`src/design/odq_pkg.sv`:
```
`timescale 1ns / 1ps
`default_nettype none
// ----------------------------------------------------------------------------
// odq_pkg
// shared constants, types and step functions of the ordered dither quantizer
// ----------------------------------------------------------------------------
package odq_pkg;

  localparam int MAX_MAP_SIDE = 64;
  localparam int STORE_DEPTH  = MAX_MAP_SIDE * MAX_MAP_SIDE;
  localparam int IDX_W        = $clog2(STORE_DEPTH);
  localparam int SIDE_W       = $clog2(MAX_MAP_SIDE + 1);
  localparam int ADDR_W       = 5;

  localparam logic [ADDR_W-1:0] REG_LEVELS     = 5'd0;
  localparam logic [ADDR_W-1:0] REG_INPUT_MAX  = 5'd4;
  localparam logic [ADDR_W-1:0] REG_OUTPUT_MAX = 5'd8;
  localparam logic [ADDR_W-1:0] REG_MAP_WIDTH  = 5'd12;
  localparam logic [ADDR_W-1:0] REG_MAP_HEIGHT = 5'd16;

  localparam logic OP_LOAD  = 1'b0;
  localparam logic OP_PIXEL = 1'b1;

  typedef struct packed {
    logic [7:0]        levels;
    logic [7:0]        input_max;
    logic [7:0]        output_max;
    logic [SIDE_W-1:0] map_width;
    logic [SIDE_W-1:0] map_height;
  } cfg_t;

  typedef struct packed {
    logic              op;
    logic [IDX_W-1:0]  entry_index;
    logic [7:0]        entry_value;
    logic [7:0]        pixel_value;
    logic [15:0]       column;
    logic [15:0]       row;
    logic [SIDE_W-1:0] col_rem;
    logic [SIDE_W-1:0] row_rem;
  } idx_stage_t;

  typedef struct packed {
    logic             valid;
    logic             op;
    logic [IDX_W-1:0] entry_index;
    logic [7:0]       entry_value;
    logic [7:0]       pixel_value;
    logic [IDX_W-1:0] map_index;
  } idx_beat_t;

  typedef struct packed {
    logic       valid;
    logic [7:0] pixel_value;
    logic [7:0] threshold;
  } thr_beat_t;

  // four remainder steps of x mod w, one input bit each
  function automatic logic [SIDE_W-1:0] mod_steps(logic [SIDE_W-1:0] r, logic [3:0] b,
                                                   logic [SIDE_W-1:0] w);
    logic [SIDE_W:0]   t;
    logic [SIDE_W-1:0] x;
    x = r;
    for (int i = 3; i >= 0; i--) begin
      t = {x, b[i]};
      if (t >= {1'b0, w}) t = t - {1'b0, w};
      x = t[SIDE_W-1:0];
    end
    return x;
  endfunction

  // four restoring division steps, returns {quotient bits, remainder}
  function automatic logic [11:0] div_steps(logic [7:0] r, logic [3:0] b, logic [7:0] d);
    logic [8:0] t;
    logic [7:0] x;
    logic [3:0] q;
    x = r;
    q = '0;
    for (int i = 3; i >= 0; i--) begin
      t = {x, b[i]};
      if (t >= {1'b0, d}) begin
        t = t - {1'b0, d};
        q[i] = 1'b1;
      end
      x = t[7:0];
    end
    return {q, x};
  endfunction

  // four compare and subtract steps against d shifted by hi down to hi-3
  function automatic logic [21:0] fdiv_steps(logic [17:0] r, logic [17:0] d, int hi);
    logic [17:0] x;
    logic [17:0] sd;
    logic [3:0]  q;
    x = r;
    q = '0;
    for (int j = 0; j < 4; j++) begin
      sd = d << (hi - j);
      if (x >= sd) begin
        x = x - sd;
        q[3-j] = 1'b1;
      end
    end
    return {q, x};
  endfunction

endpackage
`default_nettype wire

```
`src/design/odq_index.sv`:
```
`timescale 1ns / 1ps
`default_nettype none
// ----------------------------------------------------------------------------
// odq_index
// pipelined coordinate modulo and map address, four bits per stage
// ----------------------------------------------------------------------------
module odq_index import odq_pkg::*; (
  input  wire logic  clk,
  input  wire logic  rst,
  input  wire logic  adv,
  input  wire logic  in_valid,
  input  idx_stage_t in_beat,
  input  cfg_t       cfg,
  output idx_beat_t  out_beat
);

  idx_stage_t st [0:3];
  idx_stage_t st_next [0:3];
  logic [3:0] vld;
  logic [SIDE_W+SIDE_W-1:0] prod;

  always_comb begin
    st_next[0]         = in_beat;
    st_next[0].col_rem = mod_steps('0, in_beat.column[15:12], cfg.map_width);
    st_next[0].row_rem = mod_steps('0, in_beat.row[15:12], cfg.map_height);
    for (int k = 1; k < 4; k++) begin
      st_next[k]         = st[k-1];
      st_next[k].col_rem = mod_steps(st[k-1].col_rem, st[k-1].column[15-4*k -: 4],
                                     cfg.map_width);
      st_next[k].row_rem = mod_steps(st[k-1].row_rem, st[k-1].row[15-4*k -: 4],
                                     cfg.map_height);
    end
  end

  always_ff @(posedge clk) begin
    if (adv) begin
      for (int k = 0; k < 4; k++) begin
        st[k] <= st_next[k];
      end
    end
  end

  assign prod = st[3].row_rem * cfg.map_width;

  always_ff @(posedge clk) begin
    if (rst) begin
      vld            <= '0;
      out_beat.valid <= 1'b0;
    end else if (adv) begin
      vld                  <= {vld[2:0], in_valid};
      out_beat.valid       <= vld[3];
      out_beat.op          <= st[3].op;
      out_beat.entry_index <= st[3].entry_index;
      out_beat.entry_value <= st[3].entry_value;
      out_beat.pixel_value <= st[3].pixel_value;
      out_beat.map_index   <= IDX_W'(prod + {{SIDE_W{1'b0}}, st[3].col_rem});
    end
  end

endmodule
`default_nettype wire

```
`config.mk`:
```
export PLATFORM = sky130hd
export DESIGN_NAME = odq_index
export DESIGN_NICKNAME = d
export VERILOG_FILES = /design/src/design/odq_pkg.sv /design/src/design/odq_index.sv
export SDC_FILE = /design/constraint.sdc
export NUM_CORES = 1
export LEC_CHECK = 0
export ABC_CLOCK_PERIOD_IN_PS = 14900
export BUFFER_PORTS_ARGS = -buffer_cell sky130_fd_sc_hd__buf_4
export CELL_PAD_IN_SITES_DETAIL_PLACEMENT = 1
export CELL_PAD_IN_SITES_GLOBAL_PLACEMENT = 1
export CORE_MARGIN = 5
export CORE_UTILIZATION = 35
export DETAILED_ROUTE_END_ITERATION = 8
export GPL_TIMING_DRIVEN = 0
export MAX_ROUTING_LAYER = met4
export PLACE_DENSITY_LB_ADDON = 0.05
export SLEW_MARGIN = 10
export SYNTH_ARGS = -nofsm -noshare
export SYNTH_HDL_FRONTEND = slang
export SYNTH_SLANG_ARGS = --single-unit
export TNS_END_PERCENT = 5
```
`constraint.sdc`:
```
create_clock -name clk -period 14.9 [get_ports clk]
set_input_delay 1.49 -clock clk [delete_from_list [all_inputs] [get_ports clk]]
set_output_delay 1.49 -clock clk [all_outputs]
set_load 0.005 [all_outputs]
```
==> results.json <==
{
  "gp_congestion": 0.8335,
  "ant_nets": 0,
  "required_ns": 15.17,
  "hold_end": "out_beat[39]$_DFFE_PP_",
  "drc": 0,
  "hpwl_um": 41410,
  "grt_pass1_vias": 16780,
  "slowest_delay_ns": 0.63,
  "min_from": "st[3][73]$_DFFE_PP_",
  "rr_endpoint": "st[1][5]$_DFFE_PP_",
  "multi_input_area_sq_um": 12240,
  "via_count": 15560,
  "hold_viol": 0,
  "grt_pass1_wl_um": 88950,
  "yosysSeqAreaShare_pct": 38.07,
  "die_area_sq_um": 64560,
  "drive_above_1_share_pct": 12.22,
  "finalMaxSlewViolations": 0,
  "cts_tree": "built",
  "cp.arrival_ns": 11.82,
  "cts_hold_buf": 0,
  "reg2reg_from": "st[0][25]$_DFFE_PP_",
  "fill_cells": 6540,
  "syn_inst": 1953,
  "finalSetupTns_ns": 0,
  "tightest_slew_ns": 1.153,
  "grt_use_met2_pct": 29.86,
  "fin_nets": 2528,
  "finalSetupViolCount": 0,
  "drv_cap": 0,
  "cts.clk_slew.worst_paths_ns": 0.06,
  "post_cts_buffers": 0,
  "crit_slowest_cell": "inv_1",
  "grt-ovfl-total": 0,
  "cts_resized": 0,
  "worstSetupStartpointType": "input port",
  "outcome": "finished, final reports clean",
  "row_count": 89,
  "min_period_over_period_pct": 77.55,
  "path_class": "in -> reg",
  "post_drt_wl_per_cell_um": 18.98,
  "io_pins": 159,
  "cts_buffer_depth": 3,
  "numCtsBuffers": 34,
  "viasPerCell": 5.349,
  "initial_core_util_pct": 35.33,
  "grtUsageMet3_pct": 2.108,
  "die_w_um": 254.1,
  "synth_cell_types": 82,
  "max_freq_ghz": 0.08654,
  "ys_seq_elements": 266,
  "antennaDiodeCount": 0,
  "grt_use_total_pct": 17.47,
  "first_pass_iters": 5,
  "io_buffers": 117,
  "grt_antenna_before_repair": 1,
  "timing.final.crit_period_ns": 11.55,
  "relSlewSlack_pct": 23.05,
  "coreArea_sq_um": 59020,
  "areaGrowthSynthToFinish_pct": 14.89,
  "clock-sinks": 266,
  "synthesis.nets": 2371,
  "rr_worst_depth": 32,
  "cp_max_fo": 15,
  "synth_warnings": 0,
  "synth-main-ff-cell": "edfxtp_1",
  "avgSynthCellArea_sq_um": 10.68,
  "fin_skew_ns": 0.03013,
  "synth_edf_count": 261,
  "die_y_um": 254.1,
  "syn_area_sq_um": 20850,
  "async_flop_share_pct": 0,
  "clk_latency_ns": 0.56,
  "initialDrtViolationCount": 555,
  "busiest_layer": "met2",
  "rrSetupSlack_ns": 4.85,
  "globalRouteMet1Util_pct": 22.29,
  "seq_area_sq_um": 7938,
  "rsz0062_at_grt": "no",
  "htree_levels": 2,
  "crit_top_cell": "ha_1",
  "cp-end-kind": "flop",
  "min_delay_path_depth": 0,
  "finalWirelength_um": 55210,
  "grt_max_degree": 92,
  "hold_class": "reg -> reg",
  "ctsRootBufferMaster": "clkbuf_16"
}
[cell usage after synthesis, types with 25 or more instances]
library cell,n,area share (%)
nor2_1,124,2.2
nand3_1,31,0.74
a21oi_1,96,2.3
mux2_2,55,3.0
inv_1,163,2.9
nor2b_1,40,1.2
xnor2_1,69,2.9
edfxtp_1,261,38
nand2b_1,32,0.96
nand2_1,110,2.0
o21a_1,39,1.4
mux2i_1,40,1.9
nor3_1,37,0.89
o21ai_0,107,2.6
a21o_1,56,2.0
xor2_1,45,1.9
ha_1,241,14
and2_1,34,1.0
a221o_1,25,1.2
fa_1,60,5.8
[sequential cells by signal, indices dropped and copies added (netlist names)]
register,count
st,220
out_beat,42
vld,4
[metrics by stage]
step                      setup slack [ns]  utilization, %  instances  hold slack (ns)  instance area, sq um
final                                3.345           40.59       2909           0.3995                 23960
after global routing                 2.548           40.59       2909           0.4195                 23960
after CTS                            3.236           40.59       2909           0.3981                 23960
after detailed placement             2.661           38.65       2847           0.4051                 22810
after global placement               2.552           38.46       2843           0.4003                 22700
after floorplan                      4.879               -       1953           0.4003                 20850
[layer usage]
metal  vias to the layer above  routed length (um)
met5                         -                   0
met4                         0                1179
met3                        66                1294
met2                       144               27330
met1                      7702               25410
li1                       7647                   -
[critical path, delay by kind of cell]
family	cells	cell delay [ns]
buf+inv	5	1.77
mux	2	0.60
compound gates	12	3.56
fa+ha+maj	4	1.63
simple gates	11	2.75
[worst max path at each step]
stage,from,to,slack [ns],cells after the start
floorplan,cfg[9],st[3][12]$_DFFE_PP_,4.88,33
global placement,cfg[8],st[3][11]$_DFFE_PP_,2.55,33
detailed placement,cfg[9],st[3][13]$_DFFE_PP_,2.66,33
CTS,cfg[9],st[3][13]$_DFFE_PP_,3.24,33
global route,cfg[9],st[3][11]$_DFFE_PP_,2.55,34
finish,cfg[9],st[3][13]$_DFFE_PP_,3.35,34
[final cells by class]
class	count	area share, %
multi-input combinational	1506	51.10
sequential	266	33.13
clock inverter	23	1.123
tap	773	4.037
buffer	18	0.2873
inverter	163	2.554
timing repair buffer	121	4.095
clock buffer	39	3.672
[placed cells by master (no fill, tap or decap), drive strengths merged, types with 8 or more instances in the layout]
| master | instances |
|---|---|
| a211o | 8 |
| a211oi | 23 |
| a21o | 56 |
| a21oi | 96 |
| a221o | 25 |
| a31oi | 16 |
| a41oi | 15 |
| and2 | 34 |
| and3 | 23 |
| buf | 124 |
| clkbuf | 54 |
| clkinv | 13 |
| edfxtp | 261 |
| fa | 60 |
| ha | 241 |
| inv | 166 |
| mux2 | 55 |
| mux2i | 41 |
| nand2 | 110 |
| nand2b | 32 |
| nand3 | 32 |
| nand3b | 10 |
| nand4 | 16 |
| nor2 | 124 |
| nor2b | 40 |
| nor3 | 39 |
| o211ai | 21 |
| o21a | 39 |
| o21ai | 107 |
| o21bai | 9 |
| o31a | 10 |
| o31ai | 10 |
| or3 | 11 |
| xnor2 | 69 |
| xor2 | 45 |
[cell families (layout without fill, tap and decap cells)]
| group | count (synthesis) | after routing | share of synthesized area (%) |
|---|---|---|---|
| compound gates | 489 | 489 | 16.23 |
| xor+xnor | 114 | 114 | 4.788 |
| fa+ha+maj | 301 | 301 | 20.22 |
| buf+inv | 181 | 364 | 3.264 |
| flops | 266 | 266 | 38.07 |
| mux | 96 | 96 | 4.956 |
| simple gates | 506 | 506 | 12.47 |
Power is left out: the tool's default activity adds up to more than one toggle a clock period on the data nets, which glitch-free logic cannot reach.
