--- src/design/odq_pkg.sv ---
`timescale 1ns / 1ps
`default_nettype none
// ----------------------------------------------------------------------------
// odq_pkg
// shared constants, types and step functions of the ordered dither quantizer
// ----------------------------------------------------------------------------
package odq_pkg;

  localparam int MAX_MAP_SIDE = 64;
  localparam int STORE_DEPTH  = MAX_MAP_SIDE * MAX_MAP_SIDE;
  localparam int IDX_W        = $clog2(STORE_DEPTH);
  localparam int SIDE_W       = $clog2(MAX_MAP_SIDE + 1);
  localparam int ADDR_W       = 5;

  localparam logic [ADDR_W-1:0] REG_LEVELS     = 5'd0;
  localparam logic [ADDR_W-1:0] REG_INPUT_MAX  = 5'd4;
  localparam logic [ADDR_W-1:0] REG_OUTPUT_MAX = 5'd8;
  localparam logic [ADDR_W-1:0] REG_MAP_WIDTH  = 5'd12;
  localparam logic [ADDR_W-1:0] REG_MAP_HEIGHT = 5'd16;

  localparam logic OP_LOAD  = 1'b0;
  localparam logic OP_PIXEL = 1'b1;

  typedef struct packed {
    logic [7:0]        levels;
    logic [7:0]        input_max;
    logic [7:0]        output_max;
    logic [SIDE_W-1:0] map_width;
    logic [SIDE_W-1:0] map_height;
  } cfg_t;

  typedef struct packed {
    logic              op;
    logic [IDX_W-1:0]  entry_index;
    logic [7:0]        entry_value;
    logic [7:0]        pixel_value;
    logic [15:0]       column;
    logic [15:0]       row;
    logic [SIDE_W-1:0] col_rem;
    logic [SIDE_W-1:0] row_rem;
  } idx_stage_t;

  typedef struct packed {
    logic             valid;
    logic             op;
    logic [IDX_W-1:0] entry_index;
    logic [7:0]       entry_value;
    logic [7:0]       pixel_value;
    logic [IDX_W-1:0] map_index;
  } idx_beat_t;

  typedef struct packed {
    logic       valid;
    logic [7:0] pixel_value;
    logic [7:0] threshold;
  } thr_beat_t;

  // four remainder steps of x mod w, one input bit each
  function automatic logic [SIDE_W-1:0] mod_steps(logic [SIDE_W-1:0] r, logic [3:0] b,
                                                   logic [SIDE_W-1:0] w);
    logic [SIDE_W:0]   t;
    logic [SIDE_W-1:0] x;
    x = r;
    for (int i = 3; i >= 0; i--) begin
      t = {x, b[i]};
      if (t >= {1'b0, w}) t = t - {1'b0, w};
      x = t[SIDE_W-1:0];
    end
    return x;
  endfunction

  // four restoring division steps, returns {quotient bits, remainder}
  function automatic logic [11:0] div_steps(logic [7:0] r, logic [3:0] b, logic [7:0] d);
    logic [8:0] t;
    logic [7:0] x;
    logic [3:0] q;
    x = r;
    q = '0;
    for (int i = 3; i >= 0; i--) begin
      t = {x, b[i]};
      if (t >= {1'b0, d}) begin
        t = t - {1'b0, d};
        q[i] = 1'b1;
      end
      x = t[7:0];
    end
    return {q, x};
  endfunction

  // four compare and subtract steps against d shifted by hi down to hi-3
  function automatic logic [21:0] fdiv_steps(logic [17:0] r, logic [17:0] d, int hi);
    logic [17:0] x;
    logic [17:0] sd;
    logic [3:0]  q;
    x = r;
    q = '0;
    for (int j = 0; j < 4; j++) begin
      sd = d << (hi - j);
      if (x >= sd) begin
        x = x - sd;
        q[3-j] = 1'b1;
      end
    end
    return {q, x};
  endfunction

endpackage
`default_nettype wire

--- src/design/odq_quant.sv ---
`timescale 1ns / 1ps
`default_nettype none
// ----------------------------------------------------------------------------
// odq_quant
// level quotient, clamp and output rescale, with the output register
// ----------------------------------------------------------------------------
module odq_quant import odq_pkg::*; (
  input  wire logic clk,
  input  wire logic rst,
  input  wire logic adv,
  input  thr_beat_t in_beat,
  input  cfg_t      cfg,
  output logic      out_valid,
  output logic [7:0] pixel_out
);

  logic        vm;
  logic [15:0] vl_m;
  logic [15:0] ti_m;
  logic [3:0]  vd;
  logic [15:0] a_d [0:3];
  logic [7:0]  r_d [0:3];
  logic [15:0] q_d [0:3];
  logic        vc;
  logic [17:0] p_c;
  logic        vf;
  logic [17:0] r_f;
  logic [3:0]  q_f;
  logic [15:0] a0;
  logic [11:0] s0;
  logic [11:0] sk [1:3];
  logic [7:0]  lvl;
  logic [15:0] lo;
  logic [21:0] f0;
  logic [21:0] f1;
  logic [17:0] dd;

  assign a0 = vl_m + {8'd0, ti_m[15:8]};
  assign s0 = div_steps(8'd0, a0[15:12], cfg.input_max);
  always_comb begin
    for (int k = 1; k < 4; k++) begin
      sk[k] = div_steps(r_d[k-1], a_d[k-1][15-4*k -: 4], cfg.input_max);
    end
  end

  assign lvl = (q_d[3] > {8'd0, cfg.levels}) ? cfg.levels : q_d[3][7:0];
  assign lo  = lvl * cfg.output_max;
  assign dd  = {9'd0, cfg.levels, 1'b0};
  assign f0  = fdiv_steps(p_c, dd, 7);
  assign f1  = fdiv_steps(r_f, dd, 3);

  always_ff @(posedge clk) begin
    if (rst) begin
      vm        <= 1'b0;
      vd        <= '0;
      vc        <= 1'b0;
      vf        <= 1'b0;
      out_valid <= 1'b0;
    end else if (adv) begin
      vm        <= in_beat.valid;
      vd        <= {vd[2:0], vm};
      vc        <= vd[3];
      vf        <= vc;
      out_valid <= vf;
    end
  end

  always_ff @(posedge clk) begin
    if (adv) begin
      vl_m   <= in_beat.pixel_value * cfg.levels;
      ti_m   <= in_beat.threshold * cfg.input_max;
      a_d[0] <= a0;
      r_d[0] <= s0[7:0];
      q_d[0] <= {s0[11:8], 12'd0};
      for (int k = 1; k < 4; k++) begin
        a_d[k] <= a_d[k-1];
        r_d[k] <= sk[k][7:0];
        q_d[k] <= q_d[k-1] | (16'(sk[k][11:8]) << (12 - 4*k));
      end
      p_c       <= {1'b0, lo, 1'b0} + {10'd0, cfg.levels};
      r_f       <= f0[17:0];
      q_f       <= f0[21:18];
      pixel_out <= {q_f, f1[21:18]};
    end
  end

endmodule
`default_nettype wire

--- config.mk ---
export PLATFORM = sky130hd
export DESIGN_NAME = odq_quant
export DESIGN_NICKNAME = d
export VERILOG_FILES = /design/src/design/odq_pkg.sv /design/src/design/odq_quant.sv
export SDC_FILE = /design/constraint.sdc
export NUM_CORES = 1
export LEC_CHECK = 0
export CAP_MARGIN = 0
export CORE_MARGIN = 2
export CORE_UTILIZATION = 45
export CTS_CLUSTER_DIAMETER = 30
export CTS_CLUSTER_SIZE = 10
export DETAILED_ROUTE_END_ITERATION = 10
export DONT_BUFFER_PORTS = 1
export PLACE_DENSITY = 0.69
export SLEW_MARGIN = 30
export SYNTH_ARGS = -nofsm -noshare
export SYNTH_HDL_FRONTEND = slang
export SYNTH_SLANG_ARGS = --single-unit
--- constraint.sdc ---
create_clock -name clk -period 16.2 [get_ports clk]
set_input_delay 0.81 -clock clk [delete_from_list [all_inputs] [get_ports clk]]
set_output_delay 0.81 -clock clk [all_outputs]
set_load 0.01 [all_outputs]
==> results.md <==
* Rel. slew slack at 43.4%
* Crit path max-delay cell type: or4_1
* Cells after synthesis at 2,341
* Distinct cells, synth at 82
* First-pass GRT wire length at 81.5 mm
* Mapped Avg Cell Area at 9.30 µm²
* Fraction of layout cells with a size suffix above 1 at 6.04%
* Critical Path Sink Type: flip-flop
* Net count after synthesis at 2,842
* Via count at 16.7k
* Largest net degree at the start of global routing at 169
* Gpl congestion at 0.884
* CP max FO at 15
* CTS max path bufs at 2
* DR WL/cell at 16.2 µm
* Initial Utilization at 45.6%
* Crit-path most repeated cell: a21o_1
* Status: complete, no violations
* Area Overhead vs Synth at 6.04%
* YS warnings at 0
* Initial antenna violation count at 0
* Filler instances at 4,319
* TNS Setup at 0 ns
* Die X-Extent at 224 µm
* Global-route usage over all layers at 20.0%
* Top-Level Pins at 67
* Worst setup margin at 4.85 ns
* Port bufs at 0
* Root buf cell: clkbuf_16
* Reg clk slew, reported paths at 0.07 ns
* Total global routing overflow at 0
* Crit path time final at 11.35 ns
* Crit path kind: input port to flip-flop
* Setup Skew at 0.0141 ns
* Nets@finish at 2,840
* Die Y at 224 µm
* Seq/Total Area, Yosys at 22.8%
* Tightest Pin Transition at 0.843 ns
* Htree depth at 4
* Hold Vio Cnt, Final at 0
* Worst Path Required at 16.43 ns
* TritonCTS clock tree: done
* Worst skew pair latency at 0.49 ns
* Crit share post-route at 70.0%
* CTS sink count at 168
* Vias in the first global route at 16.9k
* Routed Antenna Nets at 0
* Top_reg_cell synth: edfxtp_1
* EDFF count, synth at 160
* CP startpoint kind: input port
* Total CTS buffers at 17
* Post-CTS Resized at 0
* Post-DP HPWL at 37.5 mm
* Post-CTS setup buffers at 0
* Hold-fix buffers, CTS at 0
* Routed WL at 48.1 mm
* MaxCap Viol Count at 0
* Achievable Freq at 88.1 MHz
* Hold WC Path Type: input port to flip-flop
* DRT Pass-1 Iters at 6
* Synth Register Bits at 168
* Site row count at 80
* RSZ-0062 raised after global routing: no
* DRT iter0 DRCs at 1,026
* Core Box Area at 0.0477 mm²
* Asr flop ratio synth at 0%
* Synthesized area at 0.0218 mm²
* Crit-path max cell delay at 0.82 ns
* Setup-failing EPs final at 0
* WP data arrival at 11.58 ns
* Via density at 5.63
* # DRC at 0
* Max-slew violations at 0
* Pre-CTS WS at 4.49 ns
* Die area at 0.0502 mm²
## worst max-delay path: cells and delay by family
kind | cells | cell delay, ns
fa+ha+maj | 4 | 1.52
buf+inv | 3 | 1.02
simple gates | 12 | 3.02
compound gates | 22 | 5.18
## cells in the mapped netlist (all sizes together) (13+ instances only)
| cell | count | area share (%) |
|---|---|---|
| a211oi | 14 | 0.51 |
| nand4 | 32 | 0.95 |
| nor2 | 136 | 2.4 |
| o21ai | 112 | 2.6 |
| ha | 313 | 18 |
| nor4 | 16 | 0.63 |
| edfxtp | 160 | 22 |
| a21o | 66 | 2.3 |
| mux2 | 61 | 3.2 |
| nand2b | 38 | 1.1 |
| a21boi | 15 | 0.52 |
| xnor2 | 115 | 4.6 |
| nor3 | 19 | 0.48 |
| o21a | 13 | 0.45 |
| inv | 274 | 4.7 |
| o21bai | 35 | 1.2 |
| nand2 | 180 | 3.1 |
| nand3 | 27 | 0.67 |
| xor2 | 57 | 2.3 |
| nor2b | 59 | 1.7 |
| and2 | 83 | 2.4 |
| clkbuf | 24 | 0.41 |
| mux2i | 37 | 1.7 |
| fa | 130 | 12 |
| a21oi | 162 | 3.7 |
## cell families (layout without fill, tap and decap cells)
logic type | count (synthesis) | in the layout | share of synthesized area, %
flip-flops | 168 | 168 | 22.8
XOR/XNOR | 172 | 172 | 6.92
AND/OR/NAND/NOR | 649 | 649 | 15.4
AO/OA/AOI/OAI | 501 | 501 | 14.6
multiplexers | 98 | 98 | 4.86
adder cells (fa/ha/maj) | 443 | 443 | 29.9
buffers and inverters | 310 | 321 | 5.47
other | 0 | 1 | 0
## state kept, by name, indices dropped and copies added, names as in the netlist
register and flops:
a_d 24, out_valid 1, p_c 18, pixel_out 8
q_d 40, q_f 4, r_d 24, r_f 18
ti_m 8, vc 1, vd 4, vf 1
vl_m 16, vm 1
## path summary, 6_finish.rpt
kind | startpoint | to | slack [ns] | cells after the start
max | cfg[31] | pixel_out[0] | 4.85 | 41
min | rst | vf | 0.39 | 1
max reg2reg | r_f[4] | pixel_out[0] | 5.03 | 43
min reg2reg | a_d[0][2] | a_d[1][2] | 0.41 | 0
## area by class of cell
type	count	area, µm²	share of cell area (%)
flip-flops and latches	168	4960	21.5
clock inverters	15	165	0.715
repair buffers	13	97.6	0.423
clock buffers	17	425	1.84
inverters	276	1040	4.49
multi-input cells	1863	15600	67.7
diodes	1	2.50	0.0108
well taps	615	769	3.33
## metrics by stage
| stage | instances | cell area [µm²] | utilization, % | hold slack [ns] |
|---|---|---|---|---|
| 2_1_floorplan | 2341 | 21800 | - | 0.400 |
| 3_3_place_gp | 2935 | 22500 | 47.1 | 0.401 |
| 3_5_place_dp | 2935 | 22500 | 47.1 | 0.405 |
| 4_1_cts | 2967 | 23100 | 48.3 | 0.355 |
| 5_1_grt | 2967 | 23100 | 48.4 | 0.365 |
| 6_report | 2968 | 23100 | 48.4 | 0.391 |
## per-layer routing
metal	wire [µm]	track usage, %	vias up
li1	-	-	8226
met1	22300	25.7	8082
met2	22700	34.1	318
met3	1770	3.44	75
met4	1360	6.71	0
met5	0	0	-
## layout by cell type (no fill, tap or decap), types with 5 or more instances in the layout
| cell type | count |
|---|---|
| o21bai_1 | 35 |
| a21boi_0 | 15 |
| or3_1 | 10 |
| a21o_1 | 66 |
| o31ai_1 | 12 |
| nand4_1 | 31 |
| nand3_1 | 25 |
| and3_1 | 11 |
| nor4_1 | 13 |
| a31oi_1 | 7 |
| nand2b_1 | 38 |
| or2_2 | 8 |
| fa_1 | 130 |
| o211ai_1 | 5 |
| o21ai_0 | 107 |
| o22ai_1 | 6 |
| mux2_2 | 61 |
| dfxtp_1 | 8 |
| nand2_1 | 180 |
| nor2b_1 | 59 |
| edfxtp_1 | 160 |
| o31a_1 | 12 |
| xor2_1 | 57 |
| clkbuf_16 | 17 |
| inv_1 | 273 |
| nor2_1 | 135 |
| nor3_1 | 17 |
| ha_1 | 313 |
| buf_4 | 13 |
| o21ai_1 | 5 |
| a211oi_1 | 13 |
| a21oi_1 | 161 |
| and2_1 | 83 |
| o21a_1 | 13 |
| mux2i_1 | 37 |
| xnor2_1 | 115 |
| a31o_2 | 6 |
Power is not shown: default switching activity piles up to over one toggle a cycle in this logic, so the estimate is an artifact.
