[config.mk]
export PLATFORM = sky130hd
export DESIGN_NAME = odq_cfg
export DESIGN_NICKNAME = d
export VERILOG_FILES = /design/src/design/odq_pkg.sv /design/src/design/odq_cfg.sv
export SDC_FILE = /design/constraint.sdc
export NUM_CORES = 1
export LEC_CHECK = 0
export ABC_AREA = 1
export BUFFER_PORTS_ARGS = -buffer_cell sky130_fd_sc_hd__clkbuf_2
export CAP_MARGIN = 20
export CORE_AREA = 2 2 70 105
export CTS_CLUSTER_SIZE = 28
export DETAILED_ROUTE_END_ITERATION = 6
export DIE_AREA = 0 0 72 107
export GPL_ROUTABILITY_DRIVEN = 0
export PLACE_DENSITY = 0.75
export SYNTH_ARGS = -nofsm -noshare
export SYNTH_HDL_FRONTEND = slang
export SYNTH_SLANG_ARGS = --single-unit
export TNS_END_PERCENT = 100
[constraint.sdc]
create_clock -name clk -period 1.8 [get_ports clk]
set_input_delay 0.09 -clock clk [delete_from_list [all_inputs] [get_ports clk]]
set_output_delay 0.09 -clock clk [all_outputs]
set_load 0.02 [all_outputs]
[src/design/odq_pkg.sv]
`timescale 1ns / 1ps
`default_nettype none
// ----------------------------------------------------------------------------
// odq_pkg
// shared constants, types and step functions of the ordered dither quantizer
// ----------------------------------------------------------------------------
package odq_pkg;

  localparam int MAX_MAP_SIDE = 64;
  localparam int STORE_DEPTH  = MAX_MAP_SIDE * MAX_MAP_SIDE;
  localparam int IDX_W        = $clog2(STORE_DEPTH);
  localparam int SIDE_W       = $clog2(MAX_MAP_SIDE + 1);
  localparam int ADDR_W       = 5;

  localparam logic [ADDR_W-1:0] REG_LEVELS     = 5'd0;
  localparam logic [ADDR_W-1:0] REG_INPUT_MAX  = 5'd4;
  localparam logic [ADDR_W-1:0] REG_OUTPUT_MAX = 5'd8;
  localparam logic [ADDR_W-1:0] REG_MAP_WIDTH  = 5'd12;
  localparam logic [ADDR_W-1:0] REG_MAP_HEIGHT = 5'd16;

  localparam logic OP_LOAD  = 1'b0;
  localparam logic OP_PIXEL = 1'b1;

  typedef struct packed {
    logic [7:0]        levels;
    logic [7:0]        input_max;
    logic [7:0]        output_max;
    logic [SIDE_W-1:0] map_width;
    logic [SIDE_W-1:0] map_height;
  } cfg_t;

  typedef struct packed {
    logic              op;
    logic [IDX_W-1:0]  entry_index;
    logic [7:0]        entry_value;
    logic [7:0]        pixel_value;
    logic [15:0]       column;
    logic [15:0]       row;
    logic [SIDE_W-1:0] col_rem;
    logic [SIDE_W-1:0] row_rem;
  } idx_stage_t;

  typedef struct packed {
    logic             valid;
    logic             op;
    logic [IDX_W-1:0] entry_index;
    logic [7:0]       entry_value;
    logic [7:0]       pixel_value;
    logic [IDX_W-1:0] map_index;
  } idx_beat_t;

  typedef struct packed {
    logic       valid;
    logic [7:0] pixel_value;
    logic [7:0] threshold;
  } thr_beat_t;

  // four remainder steps of x mod w, one input bit each
  function automatic logic [SIDE_W-1:0] mod_steps(logic [SIDE_W-1:0] r, logic [3:0] b,
                                                   logic [SIDE_W-1:0] w);
    logic [SIDE_W:0]   t;
    logic [SIDE_W-1:0] x;
    x = r;
    for (int i = 3; i >= 0; i--) begin
      t = {x, b[i]};
      if (t >= {1'b0, w}) t = t - {1'b0, w};
      x = t[SIDE_W-1:0];
    end
    return x;
  endfunction

  // four restoring division steps, returns {quotient bits, remainder}
  function automatic logic [11:0] div_steps(logic [7:0] r, logic [3:0] b, logic [7:0] d);
    logic [8:0] t;
    logic [7:0] x;
    logic [3:0] q;
    x = r;
    q = '0;
    for (int i = 3; i >= 0; i--) begin
      t = {x, b[i]};
      if (t >= {1'b0, d}) begin
        t = t - {1'b0, d};
        q[i] = 1'b1;
      end
      x = t[7:0];
    end
    return {q, x};
  endfunction

  // four compare and subtract steps against d shifted by hi down to hi-3
  function automatic logic [21:0] fdiv_steps(logic [17:0] r, logic [17:0] d, int hi);
    logic [17:0] x;
    logic [17:0] sd;
    logic [3:0]  q;
    x = r;
    q = '0;
    for (int j = 0; j < 4; j++) begin
      sd = d << (hi - j);
      if (x >= sd) begin
        x = x - sd;
        q[3-j] = 1'b1;
      end
    end
    return {q, x};
  endfunction

endpackage
`default_nettype wire

[src/design/odq_cfg.sv]
`timescale 1ns / 1ps
`default_nettype none
// ----------------------------------------------------------------------------
// odq_cfg
// apb register file, presents limited working values
// ----------------------------------------------------------------------------
module odq_cfg import odq_pkg::*; (
  input  wire logic              clk,
  input  wire logic              rst,
  input  wire logic              psel,
  input  wire logic              penable,
  input  wire logic              pwrite,
  input  wire logic [ADDR_W-1:0] paddr,
  input  wire logic [31:0]       pwdata,
  output logic [31:0]            prdata,
  output logic                   pready,
  output cfg_t                   cfg
);

  logic [7:0] levels;
  logic [7:0] input_max;
  logic [7:0] output_max;
  logic [6:0] map_width;
  logic [6:0] map_height;

  assign pready = 1'b1;

  always_ff @(posedge clk) begin
    if (rst) begin
      levels     <= 8'd1;
      input_max  <= 8'd255;
      output_max <= 8'd255;
      map_width  <= 7'd16;
      map_height <= 7'd16;
    end else if (psel && penable && pwrite) begin
      case (paddr)
        REG_LEVELS:     levels     <= pwdata[7:0];
        REG_INPUT_MAX:  input_max  <= pwdata[7:0];
        REG_OUTPUT_MAX: output_max <= pwdata[7:0];
        REG_MAP_WIDTH:  map_width  <= pwdata[6:0];
        REG_MAP_HEIGHT: map_height <= pwdata[6:0];
        default: ;
      endcase
    end
  end

  always_comb begin
    case (paddr)
      REG_LEVELS:     prdata = {24'd0, levels};
      REG_INPUT_MAX:  prdata = {24'd0, input_max};
      REG_OUTPUT_MAX: prdata = {24'd0, output_max};
      REG_MAP_WIDTH:  prdata = {25'd0, map_width};
      REG_MAP_HEIGHT: prdata = {25'd0, map_height};
      default:        prdata = 32'd0;
    endcase
  end

  always_comb begin
    cfg.levels     = (levels == 8'd0) ? 8'd1 : levels;
    cfg.input_max  = (input_max == 8'd0) ? 8'd1 : input_max;
    cfg.output_max = output_max;
    if (map_width == 7'd0) cfg.map_width = SIDE_W'(1);
    else if (map_width > 7'(MAX_MAP_SIDE)) cfg.map_width = SIDE_W'(MAX_MAP_SIDE);
    else cfg.map_width = SIDE_W'(map_width);
    if (map_height == 7'd0) cfg.map_height = SIDE_W'(1);
    else if (map_height > 7'(MAX_MAP_SIDE)) cfg.map_height = SIDE_W'(MAX_MAP_SIDE);
    else cfg.map_height = SIDE_W'(map_height);
  end

endmodule
`default_nettype wire

==> metrics.cfg, run 1 <==
[place]
hpwl_mm=5.06
placed_cells=501
io_buffers=63
place_ws_ns=0.371

[floorplan]
start_util_pct=34.6
io_pins=113
die_h_um=107
die_x_um=72
core_um2=6810
design.die.area_um2=7700
rows=37

[clock_network]
cts_buffer_depth=2
path_clk_slew_ns=0.07
h-tree-depth=2
cts_tree=done
post_cts_buffers=0
cts-buffers-inserted=5
clock_sinks=38
cts_resized=0
cts-hold-fix-buffers=0
root_buffer=clkbuf_8
insertion_delay_ns=0.29

[route]
ant_nets=0
post_drt_via_cell_ratio=4.76
drt-met1-wl_mm=2.38
dr.pass1.iters=4
dr_wl_met3_um=342
totalWireLength_mm=6.32
drt_iter0_drc=84
vias=2425
post_drt_wl_per_cell_um=12.4
dr_wl_met2_mm=3.18
highest_layer=met4
drc=0

[power_and_ir_drop]
leakage_uw=0.00139
pwr_density_cell_nw_per_um2=625
ir_worst_vdd_v=0.000254

[timing]
relSlewSlack_pct=63.2
finClkSkew_ns=0
timing.final.ws_setup_ns=0.360
rsz0062_at_grt=false
fin_crit_ns=1.44
min_period_over_period_pct=80.0
slew_violations=0
setup_violations=0
clock.fmax_ghz=0.694
worst_pin_slew_ns=0.549
fin_setup_tns_ns=0
hold_viol=0

[synth]
synth_warnings=0
yosys.cell_types.count=19
synthCells=386
syn_area_per_cell_um2=6.10
yosysSeqAreaShare_pct=32.3
synth-seq-cells=38
synth_area_leaders=dfxtp_1, nand2_1, nor2_1, nand3_1, buf_4
yosys.area.top_type_share_pct=32.3
netlist.top_cell.by_area=dfxtp_1
syn_area_um2=2350

[global_routing]
grt_max_degree=39
antenna_found_initial=0
grt_pass1_wl_mm=9.97
track_usage_pct=16.6
grt-ovfl-total=0
grt_pass1_vias=2223

[flow_run]
cap_violations=0

[finish]
drive_gt1_share_pct=21.6
fillers=758
syn2layout_area_growth_pct=13.3
n_antenna_cell=0
fin_util_pct=39.2
nets=472
final_cell_mix=nand2_1, nor2_1, clkbuf_2
seq_area_um2=761
final_cells=509
layout_commonest_cell=nand2_1
multi_input_area_um2=1250

[setup_path]
path_class=register to output port
r2r_start=map_width[6]
worstPathRequired_ns=1.71
worstSetupEndpointType=output port
r2r_slack_ns=1.09
cp_max_fo=4
r2r-end=map_width[6]
reg2reg_depth=2
crit_arrival_ns=1.35
cp-start-kind=register

[worst_hold_path]
min_delay_path_depth=3
hp-class=input port to register
min_to=input_max[6]
worstHoldStart=pwdata[6]

[outcome]
status=completed

## sequential cells by signal, indices dropped and copies added, names as in the netlist
name,cells
input_max,8
output_max,8
levels,8
map_height,7
map_width,7
## routing by layer
layer	vias to the layer above	global-route usage [%]
li1	1226	-
met5	-	0
met2	94	28.9
met4	0	11.7
met3	25	2.44
met1	1080	17.9
## kinds of logic (layout without fill, tap and decap cells)
group                  count (synthesis)  count (layout)  share of synthesized area [%]
AND/OR/NAND/NOR                      255             255                           47.8
flip-flops                            38              38                           32.3
buffers and inverters                 87             109                           18.3
AO/OA/AOI/OAI                          4               4                           1.17
other                                  2              25                          0.319
## where the power goes
part           switching (uW)  total, uW  internal, uW
clock                     299        608           309
sequential               3.69        847           844
combinational             166        212          46.6
## worst max-delay path, cell delays in order (launching register included)
cell      delay, ns
dfxtp_1        0.35
nor2_1         0.11
nand4_1        0.09
or2_2          0.28
nand2_1        0.07
clkbuf_2       0.16
## Yosys cell counts
cell      number
buf_4         27
nand2_1      107
buf_2          3
nor2_2         5
nand3_1       42
nor2_4         5
o21ai_0        2
clkbuf_1      22
nand3_2        2
or2_2          2
inv_1         32
nor3_1         2
dfxtp_1       38
a31o_2         2
nand4_1       16
nor3_2         1
nor2_1        73
inv_2          3
conb_1         2
## metrics by stage
step / hold WS (ns) / power [uW] / instance area (um^2)
4_1_cts: 0.0271 / 1680 / 2670
2_1_floorplan: 0.203 / 1050 / 2440
5_1_grt: 0.0385 / 1720 / 2670
6_report: 0.0335 / 1670 / 2670
3_3_place_gp: 0.324 / 1070 / 2570
3_5_place_dp: 0.331 / 1080 / 2570
## worst max path at each step
stage                             start         to  cells past startpoint
after floorplan                paddr[3]  prdata[6]                      8
after global placement         paddr[3]  prdata[4]                      9
after detailed placement       paddr[3]  prdata[4]                      9
after CTS                 map_height[1]     cfg[0]                      5
after global routing           paddr[3]  prdata[4]                      9
final                     map_height[1]     cfg[0]                      5
## final cells by class
type / instances / area share (%)
Inverter: 35 / 4.93
Tap cell: 78 / 3.66
Timing Repair Buffer: 66 / 12.7
Clock buffer: 7 / 3.24
Sequential cell: 38 / 28.5
Multi-Input combinational cell: 284 / 46.8
Clock inverter: 1 / 0.188
Power figures use the tool's default switching activity.
==> run 2, diff against run 1 <==
Clock period 1.8 ns to 1.47 ns, I/O delays scaled along.
==> metrics.cfg, run 2 (synthesis gave the netlist of run 1 again) <==
[clock_network]
cts_buffer_depth=2  ; unchanged
h-tree-depth=2  ; unchanged
cts_tree=done
insertion_delay_ns=0.29  ; about the same
root_buffer=clkbuf_8
clock_sinks=38  ; unchanged
cts-buffers-inserted=5  ; unchanged
path_clk_slew_ns=0.08  ; about the same
cts-hold-fix-buffers=0  ; unchanged

[global_routing]
grt_max_degree=39  ; unchanged
grt-ovfl-total=0  ; unchanged
grt_pass1_wl_mm=10.5  ; +5.0%
antenna_found_initial=0  ; unchanged
track_usage_pct=17.4  ; +0.77 points
grt_pass1_vias=2279  ; +2.5%

[route]
vias=2455  ; +1.2%
totalWireLength_mm=6.48  ; +2.5%
ant_nets=0  ; unchanged
post_drt_via_cell_ratio=4.75  ; -0.33%
dr.pass1.iters=4  ; unchanged
drc=0  ; unchanged
post_drt_wl_per_cell_um=12.5  ; +0.93%
drt_iter0_drc=119  ; +42%

[power_and_ir_drop]
ir_worst_vdd_v=0.000457  ; +80%
leakage_uw=0.00145  ; +4.8%
internal_power_uw=1590  ; +33%
swShare_pct=27.1  ; -0.99 points
pwr_density_cell_nw_per_um2=782  ; +25%
power_frac_comb_pct=12.5  ; -0.2 points
clkPwrFrac_pct=40.3  ; +3.9 points
p_switching_uw=593  ; +27%
pwr-share-seq_pct=47.3  ; -3.5 points

[floorplan]
design.die.area_um2=7700  ; unchanged
io_pins=113  ; unchanged
rows=37  ; unchanged
core_um2=6810  ; unchanged
die_x_um=72  ; unchanged
die_h_um=107  ; unchanged
start_util_pct=34.6  ; unchanged

[finish]
nets=480  ; +1.7%
n_antenna_cell=0  ; unchanged
fillers=733  ; -3.3%
top_regs=input_max x8, levels x8, output_max x8
syn2layout_area_growth_pct=18.8
seq_area_um2=771  ; +1.3%
multi_input_area_um2=1260  ; +1.4%
drive_gt1_share_pct=25.3  ; +3.7 points
layout_commonest_cell=nand2_1
final_cell_mix=nand2_1, nor2_1, clkbuf_2

[timing]
rsz0062_at_grt=false
min_period_over_period_pct=93.8
fin_setup_tns_ns=0  ; unchanged
hold_viol=0  ; unchanged
finClkSkew_ns=0  ; unchanged
timing.final.ws_setup_ns=0.0912  ; -0.269 ns
clock.fmax_ghz=0.725
setup_violations=0  ; unchanged
slew_violations=0  ; unchanged
fin_crit_ns=1.38

[setup_path]
crit_arrival_ns=1.31  ; -0.04 ns
worstPathRequired_ns=1.40  ; -0.31 ns
cp-start-kind=register
crit_slowest_cell=dfxtp_1
path_cells=nand4_1 > nand2_1 > nor2_1 > nand2_1 > clkbuf_2
critPathMostFrequentCell=nand2_1
critical-path-max-stage-delay_ns=0.35  ; about the same
path_class=register to output port
worstSetupEndpointType=output port
cp_max_fo=4  ; unchanged

[flow_run]
cap_violations=0  ; unchanged

[worst_hold_path]
hp-class=input port to register

[place]
io_buffers=63  ; unchanged
place_ws_ns=0.0889  ; -0.283 ns
hpwl_mm=5.12  ; +1.2%

[outcome]
status=completed

## run 2: cell types whose count changed in the layout (fill, tap and decap cells not counted), moves of 4 or more
| cell | delta |
|---|---|
| buf_4 | +7 |
| nor2_1 | -4 |
| nor2_2 | +4 |
| dfxtp_1 | -4 |
## run 2: per-stage QoR
stage	hold slack (ns)	total power [uW]	instances	instance area (um^2)	utilization, %
after floorplan	0.187	1290	409	2440	-
after global placement	0.308	1320	508	2630	38.6
after detailed placement	0.321	1330	508	2630	38.6
after CTS	0.0149	2190	516	2740	40.2
after global routing	0.0200	2280	517	2800	41.1
final	0.0173	2190	517	2800	41.1
## run 2: cell type report
type	count	share of cell area, %
multi-input combinational	284	45.2
sequential	38	27.6
timing repair buffer	74	15.1
inverter	35	4.70
tap	78	3.49
clock buffer	5	2.46
clock inverter	3	1.43
## run 2: per-layer routing
layer | GRT usage [%] | vias up | share of wire (%) | wire [um]
li1 | - | 1245 | - | -
met1 | 18.5 | 1092 | 38 | 2480
met3 | 3.01 | 25 | 5.4 | 347
met2 | 31.1 | 93 | 50 | 3250
met4 | 10.4 | 0 | 6.4 | 412
met5 | 0 | - | 0 | 0
## run 2: power by group through the flow
stage / Combinational, uW / Clock [uW] / Sequential [uW]
6_report: 272 / 881 / 1030
5_1_grt: 298 / 944 / 1030
4_1_cts: 266 / 891 / 1040
3_5_place_dp: 265 / 0 / 1060
3_3_place_gp: 262 / 0 / 1060
2_1_floorplan: 227 / 0 / 1060
## run 2: path summary, 6_finish.rpt
check,startpoint,endpoint,slack [ns],cells after the start
worst min register to register,map_width[2],map_width[2],0.49,2
worst max register to register,map_width[6],map_width[6],0.77,2
worst min-delay path,pwdata[5],output_max[5],0.02,3
worst max-delay path,input_max[2],prdata[2],0.09,5
## run 2: what timing repair did
| action | CTS | global route |
|---|---|---|
| endpoints found under the hold margin | 0 | 0 |
| endpoints found under the setup margin | 0 | 12 |
| buffers inserted | 0 | 1 |
| resized for setup | 0 | 19 |
## run 2: worst max-delay path: cells and delay by family, from the launching register on
family                 cells  cell delay (ns)
DFF                        1             0.35
and+or+nand+nor            4             0.49
buffers and inverters      1             0.16
